==> config.mk <==
export PLATFORM = sky130hd
export DESIGN_NAME = rs_systematic_encoder
export DESIGN_NICKNAME = d
export VERILOG_FILES = /design/src/sv/rse_pkg.sv /design/src/sv/rse_cell.sv /design/src/sv/rse_out_queue.sv /design/src/sv/rs_systematic_encoder.sv
export VERILOG_INCLUDE_DIRS = /design/src /design/src/sv
export SDC_FILE = /design/constraint.sdc
export NUM_CORES = 2
export LEC_CHECK = 0
export ABC_AREA = 1
export BUFFER_PORTS_ARGS = -buffer_cell sky130_fd_sc_hd__buf_4
export CELL_PAD_IN_SITES_DETAIL_PLACEMENT = 1
export CELL_PAD_IN_SITES_GLOBAL_PLACEMENT = 2
export CORE_UTILIZATION = 38
export CTS_BUF_LIST = sky130_fd_sc_hd__clkbuf_16
export DETAILED_ROUTE_END_ITERATION = 8
export GPL_ROUTABILITY_DRIVEN = 0
export PLACE_DENSITY = 0.95
export SLEW_MARGIN = 30
export SYNTH_ARGS = -nofsm -noshare
export SYNTH_HDL_FRONTEND = slang
export SYNTH_SLANG_ARGS = --single-unit
==> constraint.sdc <==
create_clock -name clk -period 10.3 [get_ports clk]
set_clock_uncertainty 0.05 [all_clocks]
set_input_delay 1.545 -clock clk [delete_from_list [all_inputs] [get_ports clk]]
set_output_delay 1.545 -clock clk [all_outputs]
set_load 0.03 [all_outputs]
==> src/sv/rs_systematic_encoder_defines.svh <==
// ---------------------------------------------------------------------------
// rs_systematic_encoder_defines: assertion macros for the encoder
// ---------------------------------------------------------------------------
`ifndef RS_SYSTEMATIC_ENCODER_DEFINES_SVH
`define RS_SYSTEMATIC_ENCODER_DEFINES_SVH

`ifndef SYNTHESIS

// property checked at every rising clk edge outside reset
`define RSE_ASSERT(lbl, prop, msg) \
	lbl: assert property (@(posedge clk) disable iff (!arst_n) (prop)) else $error(msg);

// expression that must never be true
`define RSE_NEVER(lbl, expr, msg) \
	`RSE_ASSERT(lbl, !(expr), msg)

`else

`define RSE_ASSERT(lbl, prop, msg)
`define RSE_NEVER(lbl, expr, msg)

`endif

`endif

==> src/sv/rse_pkg.sv <==
// ---------------------------------------------------------------------------
// rse_pkg: shared types and constants
// Item structs, cell control, register indexes and reset values.
// ---------------------------------------------------------------------------
package rse_pkg;

	localparam int CFG_IDX_W = 2;
	localparam int CFG_DATA_W = 8;

	localparam logic [CFG_IDX_W-1:0] CFG_FIELD_POLY = 2'd0;
	localparam logic [CFG_IDX_W-1:0] CFG_PARITY_COUNT = 2'd1;

	localparam logic [7:0] FIELD_POLY_RESET = 8'd29;
	localparam logic [5:0] PARITY_COUNT_RESET = 6'd16;

	typedef struct packed {
		logic [7:0] symbol;
		logic       last_symbol;
	} sym_item_t;

	typedef struct packed {
		logic [7:0] code_symbol;
		logic       is_parity;
		logic       last_of_block;
	} code_item_t;

	typedef struct packed {
		logic encode;
		logic shift;
		logic gen_clear;
		logic gen_step;
	} cell_ctrl_t;

	typedef enum logic [1:0] {
		GEN_IDLE,
		GEN_CLEAR,
		GEN_STEP
	} gen_state_t;

endpackage

==> src/sv/rse_cell.sv <==
// ---------------------------------------------------------------------------
// rse_cell: one tap of the encoder chain
// Holds one generator coefficient and one remainder symbol, with one
// GF multiplier shared between generator build and encoding.
// ---------------------------------------------------------------------------
module rse_cell
	import rse_pkg::*;
#(
	parameter int SYMBOL_BITS = 8
) (
	input  logic                   clk,
	input  logic                   arst_n,
	input  cell_ctrl_t             ctrl,
	input  logic [SYMBOL_BITS-1:0] poly,
	input  logic [SYMBOL_BITS-1:0] fb,
	input  logic [SYMBOL_BITS-1:0] alpha,
	input  logic [SYMBOL_BITS-1:0] gen_left,
	input  logic [SYMBOL_BITS-1:0] rem_right,
	output logic [SYMBOL_BITS-1:0] gen,
	output logic [SYMBOL_BITS-1:0] rem
);

	logic [SYMBOL_BITS-1:0] gen_q;
	logic [SYMBOL_BITS-1:0] rem_q;
	logic [SYMBOL_BITS-1:0] mul_a;
	logic [SYMBOL_BITS-1:0] mul_b;
	logic [SYMBOL_BITS-1:0] prod;

	function automatic logic [SYMBOL_BITS-1:0] gf_mul(
		input logic [SYMBOL_BITS-1:0] a_in,
		input logic [SYMBOL_BITS-1:0] b_in,
		input logic [SYMBOL_BITS-1:0] p_in
	);
		logic [SYMBOL_BITS-1:0] a;
		logic [SYMBOL_BITS-1:0] r;
		a = a_in;
		r = '0;
		for (int i = 0; i < SYMBOL_BITS; i++) begin
			if (b_in[i]) begin
				r = r ^ a;
			end
			a = {a[SYMBOL_BITS-2:0], 1'b0} ^ (a[SYMBOL_BITS-1] ? p_in : '0);
		end
		return r;
	endfunction

	// build step multiplies the left neighbor, encoding multiplies our own coefficient
	assign mul_a = ctrl.gen_step ? alpha : fb;
	assign mul_b = ctrl.gen_step ? gen_left : gen_q;
	assign prod = gf_mul(mul_a, mul_b, poly);

	always_ff @(posedge clk) begin
		if (ctrl.gen_clear) begin
			gen_q <= '0;
		end else if (ctrl.gen_step) begin
			gen_q <= gen_q ^ prod;
		end
	end

	always_ff @(posedge clk or negedge arst_n) begin
		if (!arst_n) begin
			rem_q <= '0;
		end else if (ctrl.encode) begin
			rem_q <= rem_right ^ prod;
		end else if (ctrl.shift) begin
			rem_q <= rem_right;
		end
	end

	assign gen = gen_q;
	assign rem = rem_q;

endmodule

==> src/sv/rse_out_queue.sv <==
// ---------------------------------------------------------------------------
// rse_out_queue: two-entry output queue
// Registers result items and lets the input side run while one waits.
// ---------------------------------------------------------------------------
module rse_out_queue
	import rse_pkg::*;
(
	input  logic       clk,
	input  logic       arst_n,
	input  logic       push,
	input  code_item_t push_item,
	output logic       full,
	output logic       room,
	output logic       code_valid,
	input  logic       code_stall,
	output code_item_t code
);

	logic [1:0] cnt_q;
	code_item_t slot0_q;
	code_item_t slot1_q;
	logic       pop;

	assign pop = (cnt_q != 2'd0) && !code_stall;
	assign full = (cnt_q == 2'd2);
	assign room = !full || pop;
	assign code_valid = (cnt_q != 2'd0);
	assign code = slot0_q;

	always_ff @(posedge clk or negedge arst_n) begin
		if (!arst_n) begin
			cnt_q <= 2'd0;
		end else begin
			cnt_q <= cnt_q + {1'b0, push} - {1'b0, pop};
		end
	end

	always_ff @(posedge clk) begin
		if (pop) begin
			if (push && cnt_q == 2'd1) begin
				slot0_q <= push_item;
			end else begin
				slot0_q <= slot1_q;
			end
			if (push && cnt_q == 2'd2) begin
				slot1_q <= push_item;
			end
		end else if (push) begin
			if (cnt_q == 2'd0) begin
				slot0_q <= push_item;
			end else begin
				slot1_q <= push_item;
			end
		end
	end

endmodule

==> src/sv/rs_systematic_encoder.sv <==
// ---------------------------------------------------------------------------
// rs_systematic_encoder: systematic Reed-Solomon encoder over GF(2^m)
//
//   channel | direction | handshake          | item
//   sym     | in        | sym_valid/stall    | message symbol, last flag
//   code    | out       | code_valid/stall   | code symbol, parity, last
//   cfg     | in        | cfg_valid/ready    | register index, data
//
// one message symbol per cycle through the chain of LFSR cells while input is not stalled
// after the last symbol the p parity items drain one per cycle while the queue has room, input stalled
// generator rebuild after reset or a register write: a clear state, then step states,
// starts only between messages, input stalled until done
// two-entry output queue, so input runs while one result waits
// ---------------------------------------------------------------------------
`include "rs_systematic_encoder_defines.svh"

module rs_systematic_encoder
	import rse_pkg::*;
#(
	parameter int SYMBOL_BITS = 8,
	parameter int MAX_PARITY = 32
) (
	input  logic                  clk,
	input  logic                  arst_n,
	input  logic                  sym_valid,
	output logic                  sym_stall,
	input  sym_item_t             sym,
	output logic                  code_valid,
	input  logic                  code_stall,
	output code_item_t            code,
	input  logic                  cfg_valid,
	output logic                  cfg_ready,
	input  logic [CFG_IDX_W-1:0]  cfg_index,
	input  logic [CFG_DATA_W-1:0] cfg_data
);

	localparam int PW = $clog2(MAX_PARITY + 1);

	logic [7:0]             field_poly_q;
	logic [5:0]             parity_count_q;
	logic                   dirty_q;
	logic                   busy_q;
	logic [SYMBOL_BITS-1:0] act_poly_q;
	logic [PW-1:0]          act_p_q;
	logic [PW-1:0]          eff_p;
	logic [PW-1:0]          step_q;
	logic [PW-1:0]          par_cnt_q;
	logic [SYMBOL_BITS-1:0] alpha_q;
	gen_state_t             gen_state_q;
	gen_state_t             gen_next;
	logic                   gen_start;
	cell_ctrl_t             ctrl;

	logic                   cfg_wr;
	logic                   sym_acc;
	logic                   par_push;
	logic                   q_full;
	logic                   q_room;
	logic                   push;
	code_item_t             push_item;
	logic [SYMBOL_BITS-1:0] sym_s;
	logic [SYMBOL_BITS-1:0] fb;

	logic [SYMBOL_BITS-1:0] gen_w [MAX_PARITY];
	logic [SYMBOL_BITS-1:0] rem_w [MAX_PARITY];

	// configuration registers
	assign cfg_ready = 1'b1;
	assign cfg_wr = cfg_valid && cfg_ready;

	always_ff @(posedge clk or negedge arst_n) begin
		if (!arst_n) begin
			field_poly_q <= FIELD_POLY_RESET;
			parity_count_q <= PARITY_COUNT_RESET;
		end else if (cfg_wr) begin
			case (cfg_index)
				CFG_FIELD_POLY: field_poly_q <= cfg_data[7:0];
				CFG_PARITY_COUNT: parity_count_q <= cfg_data[5:0];
				default: ;
			endcase
		end
	end

	// clamp parity count to 1..MAX_PARITY
	always_comb begin
		if (parity_count_q == 6'd0) begin
			eff_p = PW'(1);
		end else if (int'(parity_count_q) > MAX_PARITY) begin
			eff_p = PW'(MAX_PARITY);
		end else begin
			eff_p = PW'(parity_count_q);
		end
	end

	// generator rebuild sequencer
	always_ff @(posedge clk or negedge arst_n) begin
		if (!arst_n) begin
			gen_state_q <= GEN_IDLE;
		end else begin
			gen_state_q <= gen_next;
		end
	end

	always_comb begin
		gen_next = gen_state_q;
		gen_start = 1'b0;
		ctrl.encode = sym_acc;
		ctrl.shift = par_push;
		ctrl.gen_clear = 1'b0;
		ctrl.gen_step = 1'b0;
		case (gen_state_q)
			GEN_IDLE: begin
				if (dirty_q && !busy_q) begin
					gen_start = 1'b1;
					gen_next = GEN_CLEAR;
				end
			end
			GEN_CLEAR: begin
				ctrl.gen_clear = 1'b1;
				gen_next = GEN_STEP;
			end
			GEN_STEP: begin
				ctrl.gen_step = 1'b1;
				if (step_q == PW'(1)) begin
					gen_next = GEN_IDLE;
				end
			end
			default: gen_next = GEN_IDLE;
		endcase
	end

	always_ff @(posedge clk or negedge arst_n) begin
		if (!arst_n) begin
			dirty_q <= 1'b1;
		end else if (cfg_wr) begin
			dirty_q <= 1'b1;
		end else if (gen_start) begin
			dirty_q <= 1'b0;
		end
	end

	always_ff @(posedge clk) begin
		if (gen_start) begin
			act_poly_q <= SYMBOL_BITS'(field_poly_q);
			act_p_q <= eff_p;
		end
		if (ctrl.gen_clear) begin
			alpha_q <= SYMBOL_BITS'(1);
			step_q <= act_p_q;
		end else if (ctrl.gen_step) begin
			alpha_q <= {alpha_q[SYMBOL_BITS-2:0], 1'b0}
				^ (alpha_q[SYMBOL_BITS-1] ? act_poly_q : '0);
			step_q <= step_q - PW'(1);
		end
	end

	// input side
	assign sym_stall = q_full || (par_cnt_q != '0)
		|| (!busy_q && (dirty_q || gen_state_q != GEN_IDLE));
	assign sym_acc = sym_valid && !sym_stall;
	assign sym_s = SYMBOL_BITS'(sym.symbol);
	assign fb = sym_s ^ rem_w[0];
	assign par_push = (par_cnt_q != '0) && q_room;

	always_ff @(posedge clk or negedge arst_n) begin
		if (!arst_n) begin
			busy_q <= 1'b0;
			par_cnt_q <= '0;
		end else begin
			if (sym_acc) begin
				busy_q <= !sym.last_symbol;
			end
			if (sym_acc && sym.last_symbol) begin
				par_cnt_q <= act_p_q;
			end else if (par_push) begin
				par_cnt_q <= par_cnt_q - PW'(1);
			end
		end
	end

	// chain of cells, remainder shifts toward cell 0
	for (genvar j = 0; j < MAX_PARITY; j++) begin : g_cell
		logic [SYMBOL_BITS-1:0] left;
		logic [SYMBOL_BITS-1:0] right;
		if (j == 0) begin : g_first
			assign left = SYMBOL_BITS'(1);
		end else begin : g_inner
			assign left = gen_w[j-1];
		end
		if (j == MAX_PARITY - 1) begin : g_end
			assign right = '0;
		end else begin : g_mid
			assign right = rem_w[j+1];
		end
		rse_cell #(
			.SYMBOL_BITS(SYMBOL_BITS)
		) u_cell (
			.clk      (clk),
			.arst_n   (arst_n),
			.ctrl     (ctrl),
			.poly     (act_poly_q),
			.fb       (fb),
			.alpha    (alpha_q),
			.gen_left (left),
			.rem_right(right),
			.gen      (gen_w[j]),
			.rem      (rem_w[j])
		);
	end

	// output side
	assign push = sym_acc || par_push;

	always_comb begin
		if (sym_acc) begin
			push_item.code_symbol = 8'(sym_s);
			push_item.is_parity = 1'b0;
			push_item.last_of_block = 1'b0;
		end else begin
			push_item.code_symbol = 8'(rem_w[0]);
			push_item.is_parity = 1'b1;
			push_item.last_of_block = (par_cnt_q == PW'(1));
		end
	end

	rse_out_queue u_queue (
		.clk       (clk),
		.arst_n    (arst_n),
		.push      (push),
		.push_item (push_item),
		.full      (q_full),
		.room      (q_room),
		.code_valid(code_valid),
		.code_stall(code_stall),
		.code      (code)
	);

	`RSE_ASSERT(a_parity_load, (sym_acc && sym.last_symbol) |=> (par_cnt_q == $past(act_p_q)), "parity count not loaded on last symbol")
	`RSE_NEVER(a_rebuild_idle, (gen_state_q != GEN_IDLE) && busy_q, "generator rebuild during a message")
	`RSE_ASSERT(a_last_parity, (code_valid && code.last_of_block) |-> code.is_parity, "block end on a data item")

endmodule
Word-level counts from Yosys, hierarchy flattened
Cells that the tools add are included.
{ "classes": {"n_addsub": 4, "magnitude_cmp": 1, "eq_ne": 11, "mux": 384, "n_bitwise": 296, "n_reduce_logical": 37} }
{ "ops": {"columns": ["cell", "count"], "rows": [
  ["two-way mux 8 bit", 361],
  ["XOR 8 bit", 296],
  ["two-way mux 10 bit", 9],
  ["two-way mux 6 bit", 5],
  ["nonzero test 2 bit", 8],
  ["== test 6 x 1 -> 1 bit, second input constant", 2],
  ["subtractor 6 x 1 -> 6 bit, second input constant", 2],
  ["logical AND 1 bit", 8],
  ["AND reduction 2 bit", 4],
  ["== test 2 x 1 -> 1 bit, second input constant", 3],
  ["> comparator 6 bit, second input constant", 1],
  ["logical NOT 2 bit", 3],
  ["logical NOT 6 bit", 1],
  ["two-way mux 1 bit", 6],
  ["!= test 2 bit, second input constant", 3],
  ["one-hot mux 2 bit (3 select lines)", 1],
  ["nonzero test 6 bit", 1],
  ["logical NOT 1 bit", 5],
  ["logical OR 1 bit", 5],
  ["== test 2 bit, second input constant", 2],
  ["two-way mux 2 bit", 2],
  ["AND reduction 3 bit", 1],
  ["adder 2 x 1 -> 2 bit", 1],
  ["!= test 2 x 1 -> 1 bit, second input constant", 1],
  ["other kinds (2)", 2]
]} }
{ "totals": {"regBits": 586, "input_bits": 24, "output_inout_bits": 13, "wordCells": 815} }

Longest topological paths before layout
{ "logic_depth": {"depth_word": 21, "depth_mapped": 38, "mapped_depth_nobuf": 33} }

Hierarchy
A second synthesis with hierarchy kept.
{ "unflattened": {"hier_cells": 22389, "area_unflattened_um2": 119321.9} }
{ "modules_own_cells": {"columns": ["mod", "instances", "cells_each", "area_per_inst_um2", "seq_area_each_um2"], "rows": [
  ["rse_cell", 32, 688, 3618.5, 360.3],
  ["rs_systematic_encoder", 1, 295, 2612.5, 1368.8],
  ["rse_out_queue", 1, 78, 918.4, 650.6]
]} }

Least setup slack after synthesis
OpenSTA, ideal clock, no wires.
{ "synth_path": {"path_kind": "input to register", "start": "input sym[8] (netlist name)", "end": "register g_cell[20].u_cell.rem_q[6]", "setup_ns": 0.125, "arrival_time_ns": 4.244, "required_time_ns": 10.125, "setup_slack_ns": 5.881, "cell_stages": 30, "n_path_buf": 4, "path_cell_list": "inv_1 -> nand2_1 -> nand2_1 -> nand2_4 -> nand2_1 -> buf_4 -> o21ai_1 -> nand2_2 -> nand2_1 -> nand2_2 -> nand3_1 -> nand2_1 -> nand3_1 -> nand2_4 -> buf_6 -> nand3_2 -> nand2_4 -> nand2_1 -> nand2_4 -> buf_6 -> nand2_1 -> nand2_1 -> nand2_2 -> buf_4 -> nor2_1 -> nand2_1 -> nand2_1 -> nand2_1 -> nand3_1 -> nand3_1"} }
{ "synth_between": {"elab_chain_cells": 20, "elab_cells_between_ends": 32, "classes_between": "16 x mux; 16 x bitwise"} }
{ "synth_rtl": {"columns": ["item", "line", "text"], "rows": [
  ["start: declaration", "rs_systematic_encoder.sv:27", "input sym_item_t sym,"],
  ["XOR 8 bit (*)", "rs_systematic_encoder.sv:162", "assign fb = sym_s ^ rem_w[0];"],
  ["two-way mux 8 bit (*)", "rse_cell.sv:48", "assign mul_a = ctrl.gen_step ? alpha : fb;"],
  ["two-way mux 8 bit (*)", "rse_cell.sv:42", "a = {a[SYMBOL_BITS-2:0], 1'b0} ^ (a[SYMBOL_BITS-1] ? p_in : '0);"],
  ["XOR 8 bit (*)", "rse_cell.sv:42", null],
  ["XOR 8 bit or two-way mux 8 bit (tied branches)", "rse_cell.sv:40, rse_cell.sv:42", null],
  ["two-way mux 8 bit or XOR 8 bit (tied branches)", "rse_cell.sv:39, rse_cell.sv:42", null],
  ["XOR 8 bit or two-way mux 8 bit (tied branches)", "rse_cell.sv:40, rse_cell.sv:42", null],
  ["two-way mux 8 bit or XOR 8 bit (tied branches)", "rse_cell.sv:39, rse_cell.sv:42", null],
  ["[... 4 more ...]", null, null],
  ["XOR 8 bit or two-way mux 8 bit (tied branches)", "rse_cell.sv:40, rse_cell.sv:42", null],
  ["two-way mux 8 bit or XOR 8 bit (tied branches)", "rse_cell.sv:39, rse_cell.sv:42", null],
  ["XOR 8 bit or two-way mux 8 bit (tied branches)", "rse_cell.sv:40, rse_cell.sv:42", null],
  ["two-way mux 8 bit or XOR 8 bit (tied branches)", "rse_cell.sv:39, rse_cell.sv:42", null],
  ["XOR 8 bit", "rse_cell.sv:40", "r = r ^ a;"],
  ["two-way mux 8 bit (*)", "rse_cell.sv:39", "if (b_in[i]) begin"],
  ["XOR 8 bit (*)", "rse_cell.sv:64", "rem_q <= rem_right ^ prod;"],
  ["two-way mux 8 bit (*)", "rse_cell.sv:63", "end else if (ctrl.encode) begin"],
  ["end signal: assignment", "rse_cell.sv:64", null],
  ["end signal: assignment", "rse_cell.sv:66", "rem_q <= rem_right;"],
  ["end: declaration", "rse_cell.sv:24", "logic [SYMBOL_BITS-1:0] rem_q;"]
]} }
Mark *: on every way between the ends. The rest lies on a longest branch, timed or not.
A chain may end at the register's enable or synchronous reset.

Worst setup path after layout
{ "layout_path": {"start": "register gen_state_q[0]", "end": "register g_cell[27].u_cell.gen_q[4]"} }
{ "layout_between": {"elab_chain_cells": 20, "elab_cells_between_ends": 36, "classes_between": "2 x eq/ne; 19 x mux; 15 x bitwise"} }
{ "layout_rtl": {"columns": ["item", "line", "text"], "rows": [
  ["start: declaration", "rs_systematic_encoder.sv:49", "gen_state_t gen_state_q;"],
  ["start signal: assignment", "rs_systematic_encoder.sv:100", "gen_state_q <= gen_next;"],
  ["== test 2 bit", "rs_systematic_encoder.sv:111", "case (gen_state_q)"],
  ["two-way mux 1 bit", "rs_systematic_encoder.sv:111", null],
  ["two-way mux 8 bit", "rse_cell.sv:48", null],
  ["two-way mux 8 bit", "rse_cell.sv:42", null],
  ["XOR 8 bit", "rse_cell.sv:42", null],
  ["XOR 8 bit or two-way mux 8 bit (tied branches)", "rse_cell.sv:40, rse_cell.sv:42", null],
  ["two-way mux 8 bit or XOR 8 bit (tied branches)", "rse_cell.sv:39, rse_cell.sv:42", null],
  ["XOR 8 bit or two-way mux 8 bit (tied branches)", "rse_cell.sv:40, rse_cell.sv:42", null],
  ["[... 4 more ...]", null, null],
  ["two-way mux 8 bit or XOR 8 bit (tied branches)", "rse_cell.sv:39, rse_cell.sv:42", null],
  ["XOR 8 bit or two-way mux 8 bit (tied branches)", "rse_cell.sv:40, rse_cell.sv:42", null],
  ["two-way mux 8 bit or XOR 8 bit (tied branches)", "rse_cell.sv:39, rse_cell.sv:42", null],
  ["XOR 8 bit or two-way mux 8 bit (tied branches)", "rse_cell.sv:40, rse_cell.sv:42", null],
  ["two-way mux 8 bit or XOR 8 bit (tied branches)", "rse_cell.sv:39, rse_cell.sv:42", null],
  ["XOR 8 bit", "rse_cell.sv:40", null],
  ["two-way mux 8 bit", "rse_cell.sv:39", null],
  ["XOR 8 bit", "rse_cell.sv:56", "gen_q <= gen_q ^ prod;"],
  ["end signal: assignment", "rse_cell.sv:56", null],
  ["end: declaration", "rse_cell.sv:23", "logic [SYMBOL_BITS-1:0] gen_q;"]
]} }
Parallel ways exist; a longest one is shown, timed or not.

==> metrics.csv <==
stage;metric;value;unit
status;status;complete, but fails checks;
status;violations in the final reports;DRC;
detailed_routing;vias;74100;
clocking;CTS Buf Count;82;
cells_and_area;Reg area;0.0136;sq mm
cells_and_area;FILL cells;22600;
sta;Final Hold Fails;0;
clocking;CTS tree;built;
sta;Setup WS post-layout;1660;ps
placement;dpl hpwl;219000;um
global_routing;initial antenna violation count;17;
critical_path;Worst setup EP type;flop;
global_routing;largest net degree at the start of global routing;152;
critical_path;CP max stage cell;nand2_4;
sta;minimum clock period;8640;ps
cells_and_area;fin nets;10600;
floorplan;io pins;37;
detailed_routing;drc violations;16;
logic_synthesis;Top FF cell, synth;dfrtp_1;
cells_and_area;share of post-route cells with drive strength above 1;5.21;%
sta;Tcrit/Tclk final;83.9;%
detailed_routing;vias per cell;5.78;
floorplan;std cell rows;149;
critical_path;max incr delay on CP;680;ps
sta;Fmax;0.116;GHz
logic_synthesis;syn_area_per_cell;5.87;sq um
clocking;Hold Buf Count CTS;0;
detailed_routing;Detailed Route WL;321000;um
detailed_routing;Pre-antenna DRT Iters;8;
critical_path;Startpoint Class;flop;
sta;Slew Limit Headroom;29.0;%
clocking;worst skew pair latency;770;ps
detailed_routing;Routed Antenna Nets;0;
clocking;Root Buffer;clkbuf_16;
sta;Final Max Slew Viols;0;
global_routing;first-pass GRT wire length;472000;um
global_routing;total grt overflow;0;
cells_and_area;multi-input logic area;0.0438;sq mm
logic_synthesis;unique cell type count in the Yosys netlist;50;
clocking;Worst-path clk slew;60;ps
global_routing;vias in the first global route;73500;
sta;RSZ-0062 raised after global routing;no;
clocking;Post-CTS Repair Setup Buffers;0;
detailed_routing;First DRT Iteration DRCs;7804;
global_routing;Tot GR Track Use;37.2;%
critical_path;Most Frequent Cell on Critical Path;nand2_1;
clocking;Max clock buf depth;3;
logic_synthesis;Post-Synthesis Cells;10800;
worst_hold_path;min-delay worst type;flop to flop;
critical_path;cell family with most CP delay;simple AND/OR/NAND/NOR gates;
placement;Setup WS pre-CTS;1510;ps
cells_and_area;Syn-to-layout area delta;7.67;%
critical_path;arrival time worst endpoint;9250;ps
logic_synthesis;Mapped Nets;10800;
placement;port bufs;35;
logic_synthesis;Synth Warn #;0;
critical_path;Worst Path Required;10900;ps
logic_synthesis;Seq/Total Area, Yosys;21.4;%
floorplan;Initial Utilization;38.3;%
critical_path;CP bufs+invs;6;
floorplan;Die ar.;0.168;sq mm
clocking;PostCTS Resize Cnt;0;
clocking;Clock H-tree levels;3;
logic_synthesis;synthesized area;0.0633;sq mm
floorplan;Die X;410;um
floorplan;Core Area;0.165;sq mm
sta;Worst-Margin Slew;1060;ps
logic_synthesis;Post-synth ARST share;48.1;%
sta;Final setup viols;0;
critical_path;CP max FO;63;
floorplan;Die H;410;um
job;total of max-cap violations;0;
clocking;clock sink count;586;
logic_synthesis;EDFF count, synth;40;
logic_synthesis;synthesized flop and latch total;586;
sta;Fin Setup TNS;0;ps
detailed_routing;WL/cell;25.0;um
critical_path;Setup Crit Path Kind;flop to flop;
[cell usage after synthesis (all sizes together) (3+ instances only)]
master / number / share of area, %
dfrtp: 276 / 11
nor2: 1149 / 7.2
mux2: 9 / 0.16
nand3b: 25 / 0.30
xor2: 697 / 9.7
nand4: 88 / 0.88
mux2i: 3 / 0.047
nand3: 1223 / 9.8
nand2: 3997 / 24
ha: 10 / 0.20
xnor2: 748 / 10
edfxtp: 40 / 1.9
a21oi: 366 / 2.9
or2: 12 / 0.12
nor3: 5 / 0.040
dfstp: 6 / 0.25
a31oi: 6 / 0.059
nand2b: 5 / 0.049
dfxtp: 264 / 8.4
buf: 241 / 2.2
o211ai: 33 / 0.39
inv: 958 / 5.7
clkbuf: 250 / 1.5
o31ai: 3 / 0.036
o21a: 10 / 0.12
o21ai: 323 / 2.6
clkinv: 30 / 0.18
[final timing paths]
path,start,slack [ps],cells past startpoint,end
max,gen_state_q[0],1660,29,g_cell[27].u_cell.gen[4]
min,field_poly_q[1],410,0,act_poly_q[1]
max reg2reg,gen_state_q[0],1660,29,g_cell[27].u_cell.gen[4]
min reg2reg,field_poly_q[1],410,0,act_poly_q[1]
max in group asynchronous,arst_n,7430,3,g_cell[3].u_cell.rem[7]
min in group asynchronous,arst_n,660,1,g_cell[12].u_cell.rem[2]
[cells by family (layout without fill, tap and decap cells)]
family,after synthesis,count (layout),share of synthesized area [%]
and+or+nand+nor,6506,6506,42.4
buffers and inverters,1479,1326,9.52
xor gates and xnor gates,1445,1445,20.1
AOI/OAI and AO/OA,744,744,6.12
DFF,586,586,21.4
muxes,12,12,0.208
adders and majority gates,10,10,0.198
other,1,7,0.00593
[worst reg2reg max path, delay by kind of cell (launching register included)]
kind | cells | cell delay (ps)
simple gates | 21 | 5030
buf+inv | 6 | 2600
flops | 1 | 380
fa+ha+maj | 1 | 260
xor+xnor | 1 | 240
[placed cells by master (no fill, tap or decap), drive strengths merged, types with 2 or more instances in the layout]
cell type  Yosys  layout
nor2        1149    1149
mux2           9       9
o21a          10      10
o31ai          3       3
buf          241     184
nand2       3997    3997
clkbuf       250      83
o211ai        33      33
nand3       1223    1223
clkinv        30      68
a31oi          6       6
edfxtp        40      40
a21oi        366     366
dfxtp        264     264
bufinv         0       9
nand2b         5       5
o21ai        323     323
or2           12      12
ha            10      10
xor2         697     697
xnor2        748     748
nand3b        25      25
nor3           5       5
clkinvlp       0       2
diode          0       6
dfrtp        276     276
mux2i          3       3
nand4         88      88
inv          958     980
dfstp          6       6
[per-layer routing]
layer	global-route usage [%]	part of all wire, %
met5	0	0.035
met4	25.7	8.0
met3	8.12	10
met2	57.0	43
met1	46.4	39
[flip-flops by register name, indices dropped and copies added, names as in the netlist, 2 cells and up]
name and flops:
g_cell.u_cell.rem 256, parity_count_q 6, act_p_q 6, step_q 6
alpha_q 8, par_cnt_q 6, gen_state_q 2, u_queue.cnt_q 2
u_queue.code 10, u_queue.slot1_q 10, field_poly_q 8, act_poly_q 8
g_cell.u_cell.gen 256
[per-stage QoR]
step           util, %  hold WS (ps)  std cells  instance area, sq um
2_1_floorplan        -           369      10800                 63300
3_3_place_gp      39.6           382      12700                 65400
3_5_place_dp      39.6           390      12700                 65400
4_1_cts           41.2           405      12800                 68100
5_1_grt           41.2           427      12800                 68100
6_report          41.2           410      12800                 68100
[final cells by class]
type                       instances  area share (%)
antenna                            6          0.0220
clock buffer                      83            3.05
clock inverter                    71           0.858
inverter                         988            5.49
multi-input combinational       8718            64.3
sequential                       586            19.9
tap                             2189            4.02
timing repair buffer             184            2.33
Power is left out: the tool's default activity adds up to more than one toggle a clock period on the data nets, which glitch-free logic cannot reach.
